--- src/rtl/core/polycv_pkg.sv ---
// Shared types and constants for the polygon convexity checker.
// Used by every module under rtl/core; depends on nothing else.
`timescale 1ns / 1ps

package polycv_pkg;

    // Coordinate and normal width (two's complement, Q16.16 at 32 bits)
    localparam int COORD_WIDTH = 32;

    // Edge vector component: difference of two coordinates
    localparam int DIFF_W  = COORD_WIDTH + 1;
    // Cross product component: difference of two DIFF_W x DIFF_W products
    localparam int CROSS_W = 2 * DIFF_W + 1;
    // Cross product is split into a low unsigned part and a high signed part
    localparam int LO_W    = DIFF_W + 1;
    localparam int HI_W    = CROSS_W - LO_W;
    // Shared multiplier operand and product widths
    localparam int MUL_A_W = LO_W + 1;
    localparam int MUL_B_W = DIFF_W;
    localparam int PROD_W  = MUL_A_W + MUL_B_W;
    // Dot product accumulator: three CROSS_W x COORD_WIDTH terms, exact
    localparam int DOT_W   = CROSS_W + COORD_WIDTH + 2;

    // Multiplier steps per triple: six for the cross product, six for the dot
    localparam int MUL_STEPS = 12;
    localparam int STEP_W    = $clog2(MUL_STEPS + 1);

    // Job queue between front and back
    localparam int QUEUE_DEPTH = 4;
    localparam int QPTR_W      = $clog2(QUEUE_DEPTH);

    // Stream payload widths
    localparam int IN_DATA_W  = ((3 * COORD_WIDTH + 7) / 8) * 8;
    localparam int OUT_DATA_W = 8;

    // Configuration port
    localparam int CFG_INDEX_W = 2;
    localparam logic [CFG_INDEX_W-1:0] CFG_NORMAL_X = 2'd0;
    localparam logic [CFG_INDEX_W-1:0] CFG_NORMAL_Y = 2'd1;
    localparam logic [CFG_INDEX_W-1:0] CFG_NORMAL_Z = 2'd2;

    // Job kinds
    localparam logic [1:0] JOB_CHECK     = 2'd0;  // test one triple
    localparam logic [1:0] JOB_CHECK_END = 2'd1;  // test last triple, emit result
    localparam logic [1:0] JOB_FEW       = 2'd2;  // short polygon, emit result

    // One triple as its edge vectors a = p - o and b = q - p
    typedef struct packed {
        logic [1:0]               kind;
        logic signed [DIFF_W-1:0] ax;
        logic signed [DIFF_W-1:0] ay;
        logic signed [DIFF_W-1:0] az;
        logic signed [DIFF_W-1:0] bx;
        logic signed [DIFF_W-1:0] by;
        logic signed [DIFF_W-1:0] bz;
    } job_t;

    // Queue status seen by the front and back
    typedef struct packed {
        logic full;
        logic empty;
    } queue_status_t;

endpackage

--- src/rtl/core/polycv_queue.sv ---
// Short job queue between the front end and the sign unit.
// Register file with head/tail pointers. Depends on polycv_pkg.
`timescale 1ns / 1ps

module polycv_queue
(
    input  logic                      clk,
    input  logic                      rst_n,
    input  logic                      push,
    input  polycv_pkg::job_t          push_job,
    input  logic                      pop,
    output polycv_pkg::job_t          head_job,
    output polycv_pkg::queue_status_t status
);

    polycv_pkg::job_t              entry_reg [polycv_pkg::QUEUE_DEPTH];
    logic [polycv_pkg::QPTR_W-1:0] head_reg, tail_reg;
    logic [polycv_pkg::QPTR_W:0]   count_reg;
    logic                          do_push, do_pop;

    assign status.full  = (count_reg == (polycv_pkg::QPTR_W + 1)'(polycv_pkg::QUEUE_DEPTH));
    assign status.empty = (count_reg == '0);
    assign do_push      = push && !status.full;
    assign do_pop       = pop && !status.empty;
    assign head_job     = entry_reg[head_reg];

    // Pointers and fill count
    always_ff @(posedge clk or negedge rst_n)
    begin
        if (!rst_n)
        begin
            head_reg  <= '0;
            tail_reg  <= '0;
            count_reg <= '0;
        end
        else
        begin
            if (do_push)
            begin
                tail_reg <= tail_reg + 1'b1;
            end
            if (do_pop)
            begin
                head_reg <= head_reg + 1'b1;
            end
            if (do_push && !do_pop)
            begin
                count_reg <= count_reg + 1'b1;
            end
            else if (do_pop && !do_push)
            begin
                count_reg <= count_reg - 1'b1;
            end
        end
    end

    // Storage
    always_ff @(posedge clk)
    begin
        if (do_push)
        begin
            entry_reg[tail_reg] <= push_job;
        end
    end

endmodule

--- config.mk ---
export PLATFORM = sky130hd
export DESIGN_NAME = polycv_queue
export DESIGN_NICKNAME = d
export VERILOG_FILES = /design/src/rtl/core/polycv_pkg.sv /design/src/rtl/core/polycv_queue.sv
export SDC_FILE = /design/constraint.sdc
export NUM_CORES = 1
export LEC_CHECK = 0
export BUFFER_PORTS_ARGS = -buffer_cell sky130_fd_sc_hd__clkbuf_2
export CAP_MARGIN = 20
export CORE_MARGIN = 8
export CORE_UTILIZATION = 38
export DETAILED_ROUTE_END_ITERATION = 16
export SETUP_SLACK_MARGIN = 0.1
export SLEW_MARGIN = 20
export SYNTH_ARGS = -nofsm -noshare
export SYNTH_HDL_FRONTEND = slang
export SYNTH_SLANG_ARGS = --single-unit
--- constraint.sdc ---
create_clock -name clk -period 8.19 [get_ports clk]
set_clock_uncertainty 0.2 [all_clocks]
set_input_delay 1.638 -clock clk [delete_from_list [all_inputs] [get_ports clk]]
set_output_delay 1.638 -clock clk [all_outputs]
set_load 0.01 [all_outputs]
==> results.md <==
- Status: finished clean
- Setup TNS: 0 ps
- Worst setup margin: 3150 ps
- Tcrit/Tclk final: 61.5%
- # hold bufs at CTS: 0
- Mapped Cells: 1081
- Maximum buffer depth of the clock tree: 3
- Worst Path Buf+Inv: 3
- H-tree levels: 3
- Sequential element share of the synthesized area: 82.3%
- Rows: 102
- RePlAce Congestion: 0.701
- Starting Density: 38.2%
- Worst-skew pair later-pin latency: 600 ps
- Number of antenna violations at the first check in global routing: 11
- Req. time, crit path: 6350 ps
- CP max stage delay: 690 ps
- IR drop worst, VDD: 0.260 mV
- CTS Buf Count: 84
- Synth Net Count: 1291
- Pwr Total: 13.1 mW
- Critical-path top delay cell: dfrtp_4
- Minimum clock period: 5040 ps
- Area growth syn-to-layout: 19.9%
- Relative slew slack: 28.7%
- Port buffer count: 405
- Via density: 4.87
- Top Ports: 406
- Initial drt markers: 623
- DRC Markers: 0
- Dpl hpwl: 36.2 mm
- Post-CTS sizing: 0
- Pleak: 11.9 nW
- Crit Reg-Reg Endpoint: entry_reg[1][3]$_DFFE_PP_
- Die Height: 294 um
- Kind of critical path: register to primary output
- Place WS: 3510 ps
- Startpoint types: register
- Core area: 77000 um^2
- GRT Overall Usage: 13.8%
- FF-to-FF path depth: 4
- NumNets Final: 1750
- Top delay family on crit path: buffers and inverters
- FF/Latch Area: 24200 um^2
- Root buf cell: clkbuf_16
- Die X: 294 um
- Die area: 86500 um^2
- 1st-pass router iterations: 5
- Setup bufs post-CTS: 0
- RSZ-0062 raised after global routing: false
- PwrDens: 371 nW/um^2
- Max Transition Viols Final: 0
- Slew @ Worst Pin: 1070 ps
- Clock transition at path regs: 60 ps
- Fill count: 6454
- Final WL: 60.6 mm
- CP Cell Sequence: buf_16 > buf_12 > mux4_2 > clkbuf_2
- Seq cells post-synth: 807
- Max-cap violations: 0
- Yosys cell types: 21
- Setup Viol. Count Final: 0
- YS warnings: 0
- Min-delay src: count_reg[2]$_DFFE_PN0P_
- Clock sink count: 807
- Final count of hold timing violations: 0
- Maximum clock rate: 199 MHz
- Critical path endpoint category: primary output
- First-pass GRT wire length: 90.4 mm
- Vias in the first global route: 14010
- Synthesized area: 29400 um^2
- Max reg flops: 800
- Share of layout cells above drive strength 1: 46.3%
- Hold Path Depth: 1
- Routed len/inst: 22.9 um
- WHS Endpoint: count_reg[2]$_DFFE_PN0P_
- WP data arrival: 3200 ps
- Worst reg2reg path startpoint: count_reg[2]$_DFFE_PN0P_
- Reg-to-reg slack, setup: 4920 ps
- GR Overflow Total: 0
- Hold Crit Class: register to register
- Peak fanout along the critical path: 92
- Area of the multi-input gates: 4730 um^2
- Syn Area/Cell: 27.2 um^2
- CTS tree: done
- Vias post-DR: 12890
- Antenna Nets Post-Route: 0
- Largest net degree at the start of global routing: 115
==> power by group <==
group	switching (mW)	leakage, nW	internal, mW
combinational	2.06	3.19	1.61
sequential	0.238	7.41	5.46
clock	1.50	1.31	2.20
==> cell families (layout without fill, tap and decap cells) <==
family | count (synthesis) | in the layout | share of synthesized area [%]
mux | 202 | 202 | 15.4
other cells | 0 | 7 | 0
xor+xnor | 6 | 6 | 0.179
buf+inv | 50 | 568 | 1.61
simple gates | 10 | 10 | 0.196
fa+ha+maj | 6 | 6 | 0.281
flops | 807 | 807 | 82.3
==> worst max-delay path by stage <==
| stage | from | end | slack [ps] | cells past startpoint |
|---|---|---|---|---|
| 3_3_place_gp | head_reg[0]$_DFFE_PN0P_ | head_job[93] | 3500 | 3 |
| 3_5_place_dp | head_reg[0]$_DFFE_PN0P_ | head_job[58] | 3510 | 3 |
| 6_report | head_reg[0]$_DFFE_PN0P_ | head_job[80] | 3150 | 4 |
| 2_1_floorplan | push | entry_reg[0][0]$_DFFE_PP_ | 930 | 3 |
| 5_1_grt | head_reg[0]$_DFFE_PN0P_ | head_job[91] | 2880 | 4 |
| 4_1_cts | head_reg[0]$_DFFE_PN0P_ | head_job[80] | 2800 | 3 |
==> metrics by stage <==
stage | area, um^2 | hold WS, ps | cells | util, %
after floorplan | 29400 | 247 | 1081 | -
after global placement | 32500 | 262 | 2493 | 42.2
after detailed placement | 32500 | 281 | 2493 | 42.2
after CTS | 35200 | 289 | 2638 | 45.7
after global routing | 35200 | 310 | 2640 | 45.8
final | 35200 | 294 | 2646 | 45.8
==> layout make-up <==
cell class                      instances  share of cell area (%)
Inverter                                4                  0.0426
Clock buffer                          112                    6.41
Sequential cell                       807                    68.7
Timing Repair Buffer                  419                    6.43
Tap cell                             1040                    3.69
Antenna cell                            7                  0.0497
Clock inverter                         33                    1.25
Multi-Input combinational cell        224                    13.4
==> cell usage in the layout, fill, tap and decap left out, drive strengths merged, types with 2 or more instances in the layout <==
master	synthesis	routed
edfxtp	800	800
inv	4	10
and2	4	4
clkbuf	3	517
clkinv	0	18
xor2	2	2
buf	43	14
ha	5	5
mux2	2	2
bufinv	0	8
diode	0	7
xnor2	4	4
mux4	200	200
dfrtp	7	7
==> layer usage <==
metal / up-vias / part of all wire (%) / global-route usage, %
li1: 5654 / - / -
met1: 6779 / 39 / 16.8
met2: 366 / 51 / 23.1
met3: 85 / 8.5 / 5.05
met4: 6 / 2.0 / 4.07
met5: - / 0.074 / 0
==> cells in the mapped netlist <==
cell type	count	area (um^2)
mux4_2	200	4500
edfxtp_1	800	24000
buf_2	22	110
ha_1	5	62.6
buf_8	1	15.0
or3_1	1	6.26
buf_6	9	101
and2_1	4	25.0
nor2_1	1	3.75
nor2b_1	1	6.26
xor2_1	2	17.5
nand2_1	1	3.75
mux2_2	2	22.5
inv_1	4	15.0
xnor2_1	4	35.0
clkbuf_1	3	11.3
buf_12	11	220
fa_1	1	20.0
dfrtp_1	7	175
nand3_1	1	5.00
nor3b_1	1	7.51
No activity file was read; power rests on OpenSTA's default activity.
